--- config.mk ---
export PLATFORM = sky130hd
export DESIGN_NAME = qsb_queue
export DESIGN_NICKNAME = d
export VERILOG_FILES = /design/src/rtl/core/qsb_pkg.sv /design/src/rtl/core/qsb_queue.sv
export SDC_FILE = /design/constraint.sdc
export NUM_CORES = 1
export LEC_CHECK = 0
export BUFFER_PORTS_ARGS = -buffer_cell sky130_fd_sc_hd__clkbuf_2
export CAP_MARGIN = 5
export CORE_ASPECT_RATIO = 1.2
export CORE_MARGIN = 5
export CORE_UTILIZATION = 30
export DETAILED_ROUTE_END_ITERATION = 7
export PLACE_DENSITY = 0.59
export SLEW_MARGIN = 0
export SYNTH_ARGS = -nofsm -noshare
export SYNTH_HDL_FRONTEND = slang
export SYNTH_SLANG_ARGS = --single-unit
--- constraint.sdc ---
create_clock -name clk -period 5.55 [get_ports clk]
set_input_delay 0.555 -clock clk [delete_from_list [all_inputs] [get_ports clk]]
set_output_delay 0.555 -clock clk [all_outputs]
set_load 0.005 [all_outputs]
--- src/rtl/core/qsb_pkg.sv ---
// Shared types, constants and helpers for the quaternion slerp blend core.
package qsb_pkg;

  // CORDIC arctangent table, atan(2^-i) in radians, Q.28, rounded
  localparam int ATAN_N = 32;
  localparam logic signed [31:0] ATAN_TAB [ATAN_N] = '{
    32'sd210828714, 32'sd124459457, 32'sd65760959, 32'sd33381290,
    32'sd16755422,  32'sd8385879,   32'sd4193963,  32'sd2097109,
    32'sd1048571,   32'sd524287,    32'sd262144,   32'sd131072,
    32'sd65536,     32'sd32768,     32'sd16384,    32'sd8192,
    32'sd4096,      32'sd2048,      32'sd1024,     32'sd512,
    32'sd256,       32'sd128,       32'sd64,       32'sd32,
    32'sd16,        32'sd8,         32'sd4,        32'sd2,
    32'sd1,         32'sd1,         32'sd0,        32'sd0
  };

  // square root pipeline: one result bit per stage, 29 result bits
  localparam int ISQ_STEPS = 29;
  // divider: 17 quotient bits, then a saturation stage
  localparam int DIV_LAT = 18;
  // queue between front and back; depth is a power of two
  localparam int QDEPTH = 4;
  localparam int QLVL_W = $clog2(QDEPTH + 1);

  localparam logic [14:0] ONE_Q14 = 15'd16384;

  // path codes
  localparam logic [1:0] PATH_COPY   = 2'd0;
  localparam logic [1:0] PATH_LINEAR = 2'd1;
  localparam logic [1:0] PATH_SLERP  = 2'd2;

  typedef struct packed {
    logic signed [15:0] a_x;
    logic signed [15:0] a_y;
    logic signed [15:0] a_z;
    logic signed [15:0] a_w;
    logic signed [15:0] b_x;
    logic signed [15:0] b_y;
    logic signed [15:0] b_z;
    logic signed [15:0] b_w;
    logic        [14:0] blend_weight;
  } slerp_in_t;

  typedef struct packed {
    logic signed [15:0] out_x;
    logic signed [15:0] out_y;
    logic signed [15:0] out_z;
    logic signed [15:0] out_w;
    logic        [1:0]  path_taken;
  } slerp_out_t;

  // classified word handed from front to back
  typedef struct packed {
    logic             copy;   // dot at or beyond one
    logic [3:0][15:0] a;
    logic [3:0][16:0] b;      // already negated when dot was negative
    logic [14:0]      t;      // clamped weight
    logic [28:0]      dot;    // magnitude of dot, valid when not copy
  } qsb_item_t;

  // side data riding along the back pipeline
  typedef struct packed {
    qsb_item_t        item;
    logic             lin_s;
    logic             linear;
    logic [3:0][15:0] linres;
  } qsb_side_t;

  function automatic logic signed [15:0] sat16(input logic signed [35:0] v);
    logic signed [15:0] r;
    if (v > 36'sd32767) begin
      r = 16'sh7FFF;
    end else if (v < -36'sd32768) begin
      r = 16'sh8000;
    end else begin
      r = v[15:0];
    end
    return r;
  endfunction

endpackage

--- src/rtl/core/qsb_queue.sv ---
// Short queue of classified words between front and back.
module qsb_queue import qsb_pkg::*; (
  input  logic              clk,
  input  logic              rst,
  input  logic              push,
  input  qsb_item_t         push_item,
  output logic [QLVL_W-1:0] level,
  output logic              out_valid,
  output qsb_item_t         out_item
);

  localparam int PW = $clog2(QDEPTH);

  qsb_item_t   mem [QDEPTH];
  logic [PW-1:0] wp;
  logic [PW-1:0] rp;
  logic          pop;

  // back takes a word every cycle one is present
  assign pop       = level != '0;
  assign out_valid = pop;
  assign out_item  = mem[rp];

  always_ff @(posedge clk) begin
    if (rst) begin
      wp    <= '0;
      rp    <= '0;
      level <= '0;
    end else begin
      if (push) begin
        wp <= wp + 1'b1;
      end
      if (pop) begin
        rp <= rp + 1'b1;
      end
      level <= level + QLVL_W'(push) - QLVL_W'(pop);
    end
  end

  always_ff @(posedge clk) begin
    if (push) begin
      mem[wp] <= push_item;
    end
  end

endmodule

After elaboration in Yosys (flattened, before gate mapping). Memories as Yosys holds them, arrays and structs flattened. A register that Yosys moved wholly into a read port is not among the register bits. Index checks and enable logic that the tools add are counted.

Register bits: 7. RAM bits: 708. Bits of input ports: 180. Output and inout port bits: 181. Word-level logic and storage cells: 13. Memories: 1.

$add $sub $neg: 4. Multiplexer cells: 4. Reduce and logical (&&, ||, !) cells: 1.

Memory list: mem (depth 4, bits a word 177, rd ports 1, clocked after memory_dff 1, write ports 1, line qsb_queue.sv:14) `qsb_item_t mem [QDEPTH];`.

Operator list (number): $add A2 B1 Y2 const B (2); $mux W2 (2); $add A3 B1 Y3 (1); $reduce_bool A3 Y1 (1); $sub A3 B1 Y3 (1); $mux W1 (2).

Depth between registers and ports, before layout.
Depth in word-level cells: 3. Gate-level depth with buffers: 7. Mapped depth without buffers: 7.

Least setup slack after synthesis. No wires, ideal clock.

Path type: input -> register. Start: input push. End: memory mem[0][0] (netlist name) (enable). Library setup time: 0.558 ns. Arrival: 4.580 ns. Required time: 4.992 ns. Path slack: 0.412 ns. Stages: 1. Buffers on the path: 0. Cells stage by stage: and2_1.

Cells in the longest elaborated chain, start to end: 2.

Ends and longest elaborated chain: start: declaration (line qsb_queue.sv:5) `input logic push,`; $mux W1 (line qsb_queue.sv:41) `if (push) begin`; $mux W1 (not written as such) (line qsb_queue.sv:42) `mem[wp] <= push_item;`; end: declaration (line qsb_queue.sv:14).

No other way between the ends.

==> flow_summary.rst <==
.. list-table::
   :header-rows: 1

   * - Metric
     - Value
   * - Result of the run
     - finished, final reports clean
   * - Fill count
     - 7834
   * - Simple-gate area share of the yosys netlist
     - 0.313%
   * - Die Ht
     - 332 um
   * - CTS tree
     - built
   * - Ratio of final minimum period to clock period
     - 60.3%
   * - Required time of the worst setup path
     - 4.99 ns
   * - Netlist area before placement
     - 0.0260 sq mm
   * - Vias in the first global route
     - 12706
   * - Maximum level of the CTS H-tree
     - 3
   * - Post-synthesis mux area share
     - 15.4%
   * - Total Die Area
     - 0.0926 sq mm
   * - Wire length of the first global-routing pass
     - 83.4 mm
   * - Maximum buffer depth of the clock tree
     - 3
   * - Arrival time worst endpoint
     - 2.79 ns
   * - Worst setup path category
     - flip-flop to output pin
   * - Layout area overhead
     - 21.5%
   * - Xor/xnor cell area share of the yosys netlist
     - 0.125%
   * - Number of detailed-route iterations in the first pass
     - 6
   * - Power share of the combinational group
     - 21.4%
   * - Worst Path Buf+Inv
     - 2
   * - Fraction of the mapped netlist area in adder cells
     - 0.366%
   * - DRT Wirelength
     - 55.9 mm
   * - Ratio of total power to cell area
     - 455 mW/mm^2
   * - Placeable Area
     - 0.0861 sq mm
   * - Starting utilization of the core area
     - 30.2%
   * - Mean post-synth cell area
     - 26.8 sq um
   * - Number of vias per cell after detailed routing
     - 4.51
   * - Proportion of synthesized chip area in sequential cells
     - 82.5%
   * - Max capacitance violation total
     - 0
   * - Yosys warning count
     - 0
   * - P_int
     - 10.7 mW
   * - Hold buffer count at CTS
     - 0
   * - Final design instance area without fill
     - 0.0316 sq mm
   * - Buffers inserted during post-CTS setup optimization
     - 0
   * - Part of the total power dissipated in the clock network
     - 33.8%
   * - Maximum number of pins on one net before global-route repair
     - 123
   * - CP peak stage delay
     - 0.86 ns
   * - CP Capture Type
     - output pin
   * - Crit path max-delay cell type
     - dfxtp_4
   * - Final period demand of the worst path
     - 3.35 ns
   * - Cells along the critical path
     - buf_4 -> mux4_2 -> clkbuf_2
   * - Final setup viols
     - 0
   * - Top delay family on crit path
     - flip-flops
   * - Compound-Gate Fraction of Synth Area
     - 0.0337%
   * - Number of different library cells in the post-synthesis netlist
     - 20
   * - GRT overflow
     - 0
   * - Setup clock skew after layout
     - 0.0167 ns
   * - Number of buffer cells added on primary ports
     - 360
   * - Final HPWL from detailed placement
     - 34.8 mm
   * - DRC marker count from the first detailed-route iteration
     - 735
   * - Number of instances in the synthesized netlist
     - 968
   * - Number of placed I/O pins
     - 361
   * - Root buffer cell
     - clkbuf_16
   * - Final Net Count
     - 1569
   * - Clock tree sinks
     - 717
   * - Global-route usage over all layers
     - 11.9%
   * - Maximum achievable frequency
     - 299 MHz
   * - Die Span X
     - 279 um
   * - Post-layout utilization of the core
     - 36.7%
   * - Post-CTS Resized
     - 0
   * - CTS Buf Count
     - 76
   * - Placer congestion estimate
     - 0.711
   * - Setup repair after global routing missed its margin
     - false
   * - Switching share of total power
     - 25.8%
   * - Power dissipated by switching net loads
     - 3.71 mW
   * - Max rail drop VDD
     - 0.369 mV
   * - Flop and latch count out of synthesis
     - 717
   * - Fin. max-slew vios
     - 0
   * - Synthesized Nets
     - 1155
   * - Final sum of negative setup slack
     - 0 ns
   * - Hold slack
     - 0.158 ns
   * - Standard cell area after detailed placement
     - 0.0292 sq mm
   * - Antenna viol nets, final
     - 0
   * - Fraction of power consumed by sequential logic
     - 44.8%
   * - Std-Cell Rows
     - 118
   * - Pre-CTS setup slack
     - 2.78 ns
   * - Startpoint class of the critical path
     - flip-flop
   * - Via total after detailed routing
     - 11669
   * - Clock-pin slew on the worst setup and hold paths
     - 0.06 ns
   * - Type of the worst min-delay path
     - primary input to flip-flop
   * - Initial antenna violation count
     - 9
   * - Drt drc
     - 0
   * - Hold violation total from the final report
     - 0
   * - Share of final-layout standard cells stronger than drive strength 1
     - 46.5%
   * - Post-route worst setup slack
     - 2.20 ns
   * - Static power due to leakage
     - 10.5 nW
   * - Worst slew slack as a fraction of its limit
     - 26.4%
   * - Slew at the pin with the worst max-slew slack
     - 1.10 ns
   * - Clock insertion delay at the later pin of the skew report
     - 0.61 ns
   * - Routed wire per std cell
     - 21.6 um
   * - Combinational family with the most area after synthesis
     - multiplexers
   * - Maximum fanout count along the critical path
     - 47
[worst paths after layout]
check / slack (ns) / endpoint / from / cells past startpoint
setup / recovery: 2.20 / out_item[81] / flip-flop / 3
hold / removal: 0.16 / mem[0][82]$_DFFE_PP_ / push_item[82] / 1
setup reg to reg: 3.21 / mem[2][156]$_DFFE_PP_ / wp[0]$_SDFFE_PP0P_ / 4
hold reg to reg: 0.56 / wp[1]$_SDFFE_PP0P_ / wp[1]$_SDFFE_PP0P_ / 2
[cell usage after synthesis]
master    instances  area, sq um
edfxtp_1        708        21300
clkbuf_1          6         22.5
o31a_1            1         8.76
nor3_1            2         10.0
or3_1             1         6.26
inv_1             6         22.5
nor2_1            4         15.0
mux4_2          177         3990
mux2_2            1         11.3
xnor2_1           1         8.76
buf_6            16          180
and2_1            4         25.0
ha_1              6         75.1
nor4_1            1         6.26
xor3_1            1         23.8
nor2b_1           3         18.8
dfxtp_1           9          180
mux2i_1           1         10.0
buf_2            19         95.1
fa_1              1         20.0
[placed cells by master, fill, tap and decap left out, types with 3 or more instances in the layout]
cell type,n
and2_4,4
buf_12,8
buf_4,9
bufinv_16,4
clkbuf_1,16
clkbuf_16,79
clkbuf_2,360
clkinv_1,14
clkinv_2,12
clkinv_4,5
clkinvlp_4,3
dfxtp_1,7
diode_2,4
edfxtp_1,708
ha_1,6
inv_1,6
inv_6,4
mux4_2,177
nor2_1,4
nor2b_1,3
[kinds of logic after synthesis]
logic type,Yosys count
compound gates,1
xor+xnor,2
fa+ha+maj,7
buf+inv,47
flops,717
mux,179
simple gates,15
[per-layer routing]
layer | up-vias | GRT usage, % | part of all wire, %
met5 | - | 0 | 0.061
met3 | 77 | 3.69 | 6.8
met1 | 6211 | 14.0 | 38
met2 | 321 | 20.9 | 53
met4 | 6 | 3.78 | 2.2
li1 | 5054 | - | -
[stage by stage]
stage          total power [mW]  instances
4_1_cts                    14.7       2584
3_5_place_dp               9.75       2444
6_report                   14.4       2588
3_3_place_gp               9.71       2444
5_1_grt                    15.1       2587
2_1_floorplan              8.45        968
[final cells by class]
cell class	instances	area [sq um]	area share, %
sequential	717	21400	67.9
clock buffer	95	2040	6.45
tap	1140	1430	4.52
clock inverter	45	377	1.19
antenna	4	10.0	0.0317
multi-input combinational	204	4240	13.4
timing repair buffer	377	2030	6.43
inverter	6	22.5	0.0713
[power groups by stage]
| stage | registers, mW | clock network (mW) | logic [mW] |
|---|---|---|---|
| final | 6.43 | 4.86 | 3.07 |
| after global routing | 6.46 | 5.26 | 3.34 |
| after CTS | 6.44 | 5.02 | 3.21 |
| after detailed placement | 6.56 | 0 | 3.19 |
| after global placement | 6.53 | 0 | 3.18 |
| after floorplan | 6.44 | 0 | 2.01 |
[worst reg2reg max path, delay by kind of cell, from the launching register on]
kind                     cells  cell delay, ns
AND/OR/NAND/NOR              1            0.76
buffers and inverters        2            0.54
flip-flops                   1            0.35
adder cells (fa/ha/maj)      1            0.14
[flip-flops by register name, indices dropped and copies added (netlist names), named ones only]
name and flops:
rp 2, wp 2, level 3, mem 708
Note: power is estimated with default switching activity, not from simulation.
