[src/rtl/core/qsb_pkg.sv]
// Shared types, constants and helpers for the quaternion slerp blend core.
package qsb_pkg;

  // CORDIC arctangent table, atan(2^-i) in radians, Q.28, rounded
  localparam int ATAN_N = 32;
  localparam logic signed [31:0] ATAN_TAB [ATAN_N] = '{
    32'sd210828714, 32'sd124459457, 32'sd65760959, 32'sd33381290,
    32'sd16755422,  32'sd8385879,   32'sd4193963,  32'sd2097109,
    32'sd1048571,   32'sd524287,    32'sd262144,   32'sd131072,
    32'sd65536,     32'sd32768,     32'sd16384,    32'sd8192,
    32'sd4096,      32'sd2048,      32'sd1024,     32'sd512,
    32'sd256,       32'sd128,       32'sd64,       32'sd32,
    32'sd16,        32'sd8,         32'sd4,        32'sd2,
    32'sd1,         32'sd1,         32'sd0,        32'sd0
  };

  // square root pipeline: one result bit per stage, 29 result bits
  localparam int ISQ_STEPS = 29;
  // divider: 17 quotient bits, then a saturation stage
  localparam int DIV_LAT = 18;
  // queue between front and back; depth is a power of two
  localparam int QDEPTH = 4;
  localparam int QLVL_W = $clog2(QDEPTH + 1);

  localparam logic [14:0] ONE_Q14 = 15'd16384;

  // path codes
  localparam logic [1:0] PATH_COPY   = 2'd0;
  localparam logic [1:0] PATH_LINEAR = 2'd1;
  localparam logic [1:0] PATH_SLERP  = 2'd2;

  typedef struct packed {
    logic signed [15:0] a_x;
    logic signed [15:0] a_y;
    logic signed [15:0] a_z;
    logic signed [15:0] a_w;
    logic signed [15:0] b_x;
    logic signed [15:0] b_y;
    logic signed [15:0] b_z;
    logic signed [15:0] b_w;
    logic        [14:0] blend_weight;
  } slerp_in_t;

  typedef struct packed {
    logic signed [15:0] out_x;
    logic signed [15:0] out_y;
    logic signed [15:0] out_z;
    logic signed [15:0] out_w;
    logic        [1:0]  path_taken;
  } slerp_out_t;

  // classified word handed from front to back
  typedef struct packed {
    logic             copy;   // dot at or beyond one
    logic [3:0][15:0] a;
    logic [3:0][16:0] b;      // already negated when dot was negative
    logic [14:0]      t;      // clamped weight
    logic [28:0]      dot;    // magnitude of dot, valid when not copy
  } qsb_item_t;

  // side data riding along the back pipeline
  typedef struct packed {
    qsb_item_t        item;
    logic             lin_s;
    logic             linear;
    logic [3:0][15:0] linres;
  } qsb_side_t;

  function automatic logic signed [15:0] sat16(input logic signed [35:0] v);
    logic signed [15:0] r;
    if (v > 36'sd32767) begin
      r = 16'sh7FFF;
    end else if (v < -36'sd32768) begin
      r = 16'sh8000;
    end else begin
      r = v[15:0];
    end
    return r;
  endfunction

endpackage

[src/rtl/core/qsb_front.sv]
// Front: accepts words, forms the dot product, folds the sign and classifies.
module qsb_front import qsb_pkg::*; (
  input  logic              clk,
  input  logic              rst,
  input  logic              start,
  input  slerp_in_t         item,
  input  logic [QLVL_W-1:0] level,
  output logic              busy,
  output logic              push,
  output qsb_item_t         push_item
);

  logic                    accept;
  logic                    v1;
  logic signed [31:0]      p [4];
  logic [3:0][15:0]        ain;
  logic [3:0][15:0]        bin;
  logic [3:0][15:0]        a1;
  logic [3:0][15:0]        b1;
  logic [14:0]             t1;
  logic signed [33:0]      dot;
  logic [33:0]             absd;
  logic                    neg;

  assign ain = {item.a_x, item.a_y, item.a_z, item.a_w};
  assign bin = {item.b_x, item.b_y, item.b_z, item.b_w};

  // hold off when the queue plus the word in flight could fill it
  assign busy   = (4'(level) + 4'(v1)) >= 4'(QDEPTH);
  assign accept = start & ~busy;

  always_ff @(posedge clk) begin
    if (rst) begin
      v1 <= 1'b0;
    end else begin
      v1 <= accept;
    end
  end

  // stage 1: products, operands and clamped weight
  always_ff @(posedge clk) begin
    if (accept) begin
      for (int j = 0; j < 4; j++) begin
        p[j] <= $signed(ain[j]) * $signed(bin[j]);
      end
      a1 <= ain;
      b1 <= bin;
      t1 <= (item.blend_weight > ONE_Q14) ? ONE_Q14 : item.blend_weight;
    end
  end

  // stage 2: sum, sign fold, classify
  assign dot  = 34'(p[0]) + 34'(p[1]) + 34'(p[2]) + 34'(p[3]);
  assign neg  = dot[33];
  assign absd = neg ? 34'(-dot) : 34'(dot);

  always_comb begin
    push_item.copy = absd[33:28] != 6'd0;
    push_item.a    = a1;
    push_item.t    = t1;
    push_item.dot  = absd[28:0];
    for (int j = 0; j < 4; j++) begin
      push_item.b[j] = neg ? 17'(-17'($signed(b1[j]))) : 17'($signed(b1[j]));
    end
  end

  assign push = v1;

endmodule

[config.mk]
export PLATFORM = sky130hd
export DESIGN_NAME = qsb_front
export DESIGN_NICKNAME = d
export VERILOG_FILES = /design/src/rtl/core/qsb_pkg.sv /design/src/rtl/core/qsb_front.sv
export SDC_FILE = /design/constraint.sdc
export NUM_CORES = 2
export LEC_CHECK = 0
export ABC_AREA = 1
export BUFFER_PORTS_ARGS = -buffer_cell sky130_fd_sc_hd__buf_2
export CAP_MARGIN = 15
export CORE_MARGIN = 1
export CORE_UTILIZATION = 35
export CTS_BUF_LIST = sky130_fd_sc_hd__clkbuf_8
export DETAILED_ROUTE_END_ITERATION = 12
export GPL_TIMING_DRIVEN = 1
export SLEW_MARGIN = 40
export SYNTH_ARGS = -nofsm -noshare
export SYNTH_HDL_FRONTEND = slang
export SYNTH_SLANG_ARGS = --single-unit
[constraint.sdc]
create_clock -name clk -period 42.4 [get_ports clk]
set_input_delay 4.24 -clock clk [delete_from_list [all_inputs] [get_ports clk]]
set_output_delay 4.24 -clock clk [all_outputs]
set_load 0.005 [all_outputs]
# Yosys cells after proc, flatten, opt, wreduce, memory -nomap -nowiden
# Memory sizes are Yosys's and may differ from the RTL's.
# Cells that the tools add are included.
[word_totals]
regBits = 144
ram_bits = 128
input_bits = 149
out_inout_bits = 179
word_cells = 36
n_memories = 1
[op_classes]
addsub = 9
multipliers = 4
magnitude_cmp = 2
mux = 7
n_bitwise = 2
n_reduce_logical = 1
[mem_list]
columns = ["memory", "words", "width", "rd", "rd_clocked_by_memory_dff", "write_ports", "line", "source"]
rows = [
  ["p", 4, 32, 4, 0, 4, "qsb_front.sv:15", "logic signed [31:0] p [4];"],
]
[ops]
columns = ["cell", "count"]
rows = [
  ["$mul 16x16->32", 4],
  ["$mux 17", 4],
  ["$neg 16->17", 4],
  ["$add 33x32->34", 1],
  ["$add 34x32->34", 1],
  ["$mux 34", 1],
  ["$neg 34->34", 1],
  ["$add 32x32->33", 1],
  ["$gt 15x15->1 const B", 1],
  ["$reduce_bool 6->1", 1],
  ["$add 3x1->4", 1],
  ["$ge 4x3->1 const B", 1],
  ["$mux 1", 2],
  ["$and 1x1->1", 1],
  ["$not 1->1", 1],
]

# Longest topological paths before layout
[logic_depth]
word_depth = 6
depth_mapped = 29
depth_no_buf = 29

# Worst setup path before layout
# OpenSTA, ideal clock, no wires.
[synth_timing]
path_kind = "input -> register"
from = "input level[0]"
to = "register b1[0] (netlist bit) (enable)"
setup_time_ns = 0.907
t_arrival_ns = 15.716
required_ns = 41.493
setup_slack_ns = 25.777
stages = 2
n_path_buf = 0
path_cell_list = "a31o_2 > nor2_1"
[synth_between]
elab_chain_len = 4
[synth_lines]
columns = ["item", "line", "source"]
rows = [
  ["start, declared", "qsb_front.sv:7", "input logic [QLVL_W-1:0] level,"],
  ["$add 3x1->4", "qsb_front.sv:29", "assign busy = (4'(level) + 4'(v1)) >= 4'(QDEPTH);"],
  ["$ge 4x3->1", "qsb_front.sv:29", ""],
  ["$not 1->1", "qsb_front.sv:30", "assign accept = start & ~busy;"],
  ["$and 1x1->1", "qsb_front.sv:30", ""],
  ["net accept", "qsb_front.sv:13", "logic accept;"],
  ["end signal, assigned", "qsb_front.sv:47", "b1 <= bin;"],
  ["end, declared", "qsb_front.sv:19", "logic [3:0][15:0] b1;"],
]
# The timed path passes the listed nets, and every way through them passes these cells.
# A chain may end at the register's enable or synchronous reset.

==> impl_results.html <==
<table>
<tr><th>Metric</th><th>Value</th></tr>
<tr><th colspan="2">Status</th></tr>
<tr><td>Result of the run</td><td>complete, no violations</td></tr>
<tr><th colspan="2">Critical path</th></tr>
<tr><td>Critical path endpoint category</td><td>output pin</td></tr>
<tr><td>Internal reg-to-reg setup slack</td><td>39740 ps</td></tr>
<tr><td>Cell with the largest stage delay on the worst path</td><td>sky130_fd_sc_hd__fa_1</td></tr>
<tr><td>Data required, critical path</td><td>between 30000 and 40000 ps</td></tr>
<tr><td>Kind of critical path</td><td>register to output pin</td></tr>
<tr><td>Worst-path fanout max</td><td>36</td></tr>
<tr><td>Delay of the slowest cell on the worst path</td><td>680 ps</td></tr>
<tr><td>Arrival time at the worst endpoint</td><td>6140 ps</td></tr>
<tr><td>Element type at the critical path start</td><td>register</td></tr>
<tr><td>Most frequent cell on the critical path</td><td>sky130_fd_sc_hd__nand2_1</td></tr>
<tr><th colspan="2">Clocking</th></tr>
<tr><td>Clock latency reported for the late side of the worst-skew pair</td><td>between 700 and 800 ps</td></tr>
<tr><td># clock sinks</td><td>roughly 270</td></tr>
<tr><td>H-tree levels</td><td>2</td></tr>
<tr><td>Inserted Clock Buffers</td><td>59</td></tr>
<tr><td>Number of post-CTS setup repair buffers</td><td>0</td></tr>
<tr><td>Post-cts hold buffer count</td><td>0</td></tr>
<tr><td>TritonCTS clock tree</td><td>yes</td></tr>
<tr><td>Clock Root Buffer</td><td>sky130_fd_sc_hd__clkbuf_8</td></tr>
<tr><td>Maximum count of clock buffers along a single path</td><td>3</td></tr>
<tr><td>Clock transition time at the flip-flop clock pins of the worst setup and hold paths</td><td>70 ps</td></tr>
<tr><td>Post_cts resized</td><td>0</td></tr>
<tr><th colspan="2">GRT</th></tr>
<tr><td>Congestion Overflow GR</td><td>0</td></tr>
<tr><td>Number of antenna violations at the first check in global routing</td><td>13</td></tr>
<tr><td>Wire length of the first global-routing pass</td><td>about 240 mm</td></tr>
<tr><td>Total routing resource utilization after global routing</td><td>18.9%</td></tr>
<tr><td>Pin count of the biggest net entering global routing</td><td>71</td></tr>
<tr><td>Number of global-route vias before repair</td><td>43000</td></tr>
<tr><th colspan="2">Logic synthesis</th></tr>
<tr><td>Summed instance area of the synthesized netlist</td><td>between 50000 and 60000 sq um</td></tr>
<tr><td>Most used standard cell by instance count after synthesis</td><td>sky130_fd_sc_hd__inv_1</td></tr>
<tr><td>Post-synthesis area per instance</td><td>8.48 sq um</td></tr>
<tr><td>Register bit count reported by yosys</td><td>roughly 270</td></tr>
<tr><td>Number of library cell types mapped by synthesis</td><td>51</td></tr>
<tr><td>Yosys top cell by area</td><td>sky130_fd_sc_hd__fa_1</td></tr>
<tr><td>Synth warnings</td><td>0</td></tr>
<tr><td>Synthesized instance count</td><td>6521</td></tr>
<tr><td>Most frequently used flop master after synthesis</td><td>sky130_fd_sc_hd__edfxtp_1</td></tr>
<tr><td>Share of the yosys chip area belonging to registers</td><td>14.8%</td></tr>
<tr><td>Area contributors post-synth</td><td>sky130_fd_sc_hd__fa_1 (40%), sky130_fd_sc_hd__edfxtp_1 (15%), sky130_fd_sc_hd__inv_1 (14%)</td></tr>
<tr><td>Proportion of netlist area held by the largest area contributor</td><td>between 40 and 50%</td></tr>
<tr><td>Number of flops mapped to enable cells by yosys</td><td>271</td></tr>
<tr><td>Nets in the synthesized netlist</td><td>8149</td></tr>
<tr><td>Top post-synthesis cells by count</td><td>sky130_fd_sc_hd__inv_1 (2038), sky130_fd_sc_hd__nand2_1 (1459), sky130_fd_sc_hd__fa_1 (1113)</td></tr>
<tr><td>Proportion of synthesized flip-flops having asynchronous set or reset</td><td>0%</td></tr>
<tr><th colspan="2">STA</th></tr>
<tr><td>RSZ-0062 raised after global routing</td><td>no</td></tr>
<tr><td>Share of the clock period used by the worst path after layout</td><td>roughly 24%</td></tr>
<tr><td>Clock Skew</td><td>25.6 ps</td></tr>
<tr><td>Setup TNS after final layout</td><td>0 ps</td></tr>
<tr><td>Worst-margin pin slew</td><td>809 ps</td></tr>
<tr><td>Clock period minus worst slack</td><td>10380 ps</td></tr>
<tr><td>Final count of pins violating max slew</td><td>0</td></tr>
<tr><td>Worst relative slew slack</td><td>46.0%</td></tr>
<tr><td>Count of endpoints failing setup in the final report</td><td>0</td></tr>
<tr><td>Highest attainable clock frequency</td><td>96.4 MHz</td></tr>
<tr><td>Final hold violation count</td><td>0</td></tr>
<tr><th colspan="2">Detailed routing</th></tr>
<tr><td>Initial DRC count</td><td>approximately 2600</td></tr>
<tr><td>Total vias in the final route</td><td>40500</td></tr>
<tr><td>First-pass detailed-route iteration total</td><td>7</td></tr>
<tr><td>Average via count per standard cell</td><td>about 4.6</td></tr>
<tr><td>Final routed DRC violation total</td><td>0</td></tr>
<tr><td>Number of nets still failing antenna checks after routing</td><td>0</td></tr>
<tr><td>Routed wire length</td><td>146 mm</td></tr>
<tr><td>Routed length per instance</td><td>16.6 microns</td></tr>
<tr><th colspan="2">Floorplan</th></tr>
<tr><td>Die area</td><td>160000 sq um</td></tr>
<tr><td>Starting density of the core</td><td>35.3%</td></tr>
<tr><td>Die span in x</td><td>about 400 microns</td></tr>
<tr><td>I/O pin cnt</td><td>328</td></tr>
<tr><td>Floorplan Core Area</td><td>157000 sq um</td></tr>
<tr><td>Vertical die dimension</td><td>~400 microns</td></tr>
<tr><td>Row count</td><td>145</td></tr>
<tr><th colspan="2">Placement</th></tr>
<tr><td>HPWL after detailed placement</td><td>around 120 mm</td></tr>
<tr><td># port buffers</td><td>327</td></tr>
<tr><td>Final weighted congestion in routability-driven placement</td><td>0.897</td></tr>
<tr><th colspan="2">Cells and area</th></tr>
<tr><td>Filler cell count</td><td>15900</td></tr>
<tr><td>Fraction of layout cells with a size suffix above 1</td><td>slightly below 8%</td></tr>
<tr><td>Area overhead of the layout relative to synthesis</td><td>8.23%</td></tr>
<tr><td># nets final</td><td>approximately 8300</td></tr>
<tr><th colspan="2">Worst hold path</th></tr>
<tr><td>Hold Path Class</td><td>register to register</td></tr>
<tr><th colspan="2">Job</th></tr>
<tr><td>Max_cap viols</td><td>0</td></tr>
</table>
## layer usage
metal	vias up	global-route usage (%)	part of all wire (%)
li1	18900	-	-
met3	198	2.59	5.6
met1	20400	26.1	45
met2	1042	31.2	47
met4	16	4.65	2.4
met5	-	0	0.062
## path summary, 6_finish.rpt
kind | depth (start not counted) | start | endpoint
setup / recovery | 26 | p[0][1] | push_item[176]
hold / removal | 2 | push | push
setup reg to reg | 6 | push | p[0][29]
hold reg to reg | 2 | push | push
## registers in the layout, indices dropped and copies added (netlist names)
register / count
p: 128
push_item: 64
t1: 15
b1: 64
push: 1
## placed cells by master (no fill, tap or decap), types with 6 or more instances in the layout
cell type and instances:
sky130_fd_sc_hd__a21o_1 6, sky130_fd_sc_hd__a21oi_1 159, sky130_fd_sc_hd__a31oi_1 18, sky130_fd_sc_hd__buf_2 327, sky130_fd_sc_hd__clkbuf_8 60, sky130_fd_sc_hd__clkinv_1 7, sky130_fd_sc_hd__clkinv_2 13, sky130_fd_sc_hd__clkinvlp_4 6
sky130_fd_sc_hd__edfxtp_1 271, sky130_fd_sc_hd__fa_1 1113, sky130_fd_sc_hd__ha_1 366, sky130_fd_sc_hd__inv_1 2051, sky130_fd_sc_hd__inv_2 12, sky130_fd_sc_hd__nand2_1 1459, sky130_fd_sc_hd__nand2_2 14, sky130_fd_sc_hd__nand3_1 88
sky130_fd_sc_hd__nand4_1 32, sky130_fd_sc_hd__nor2_1 227, sky130_fd_sc_hd__nor2_2 23, sky130_fd_sc_hd__nor3_1 31, sky130_fd_sc_hd__nor4_1 6, sky130_fd_sc_hd__o211ai_1 7, sky130_fd_sc_hd__o21a_1 10, sky130_fd_sc_hd__o21ai_0 34
sky130_fd_sc_hd__o21ai_1 22, sky130_fd_sc_hd__o21bai_1 11, sky130_fd_sc_hd__o31ai_1 7, sky130_fd_sc_hd__or2_2 16, sky130_fd_sc_hd__xnor2_1 83, sky130_fd_sc_hd__xor2_1 150
## stage by stage
stage | util [%] | std cells | area [sq um] | setup WS, ps | hold slack, ps
5_1_grt | 38.2 | 8771 | 59800 | 31690 | 674
3_5_place_dp | 37.4 | 8659 | 58600 | 32000 | 628
3_3_place_gp | 37.4 | 8657 | 58500 | 32020 | 603
2_1_floorplan | - | 6521 | 55300 | 25780 | 595
4_1_cts | 38.2 | 8768 | 59800 | 31870 | 637
6_report | 38.2 | 8773 | 59900 | 32020 | 632
## worst max-delay path, delay by kind of cell (launching register included)
kind | cells | cell delay, ps
buffers and inverters | 7 | 1270
AO/OA/AOI/OAI | 1 | 110
adder cells (fa/ha/maj) | 4 | 1810
AND/OR/NAND/NOR | 14 | 1770
flip-flops | 1 | 330
## cells by family after synthesis
logic type | after synthesis | synth area share [%]
and+or+nand+nor | 1929 | 14.1
buffers and inverters | 2306 | 15.8
adders and majority gates | 1479 | 48.6
DFF | 272 | 14.8
xor gates and xnor gates | 233 | 3.69
AOI/OAI and AO/OA | 302 | 3.14
## layout make-up
| cell class | instances | area [sq um] | area share, % |
|---|---|---|---|
| clock inverters | 49 | 389 | 0.650 |
| repair buffers | 336 | 1750 | 2.92 |
| flip-flops and latches | 272 | 8160 | 13.6 |
| clock buffers | 60 | 826 | 1.38 |
| well taps | 2058 | 2570 | 4.30 |
| inverters | 2051 | 7700 | 12.9 |
| multi-input cells | 3943 | 38400 | 64.2 |
| diodes | 4 | 10.0 | 0.0167 |
Power is left out: the tool's default activity adds up to more than one toggle a clock period on the data nets, which glitch-free logic cannot reach.
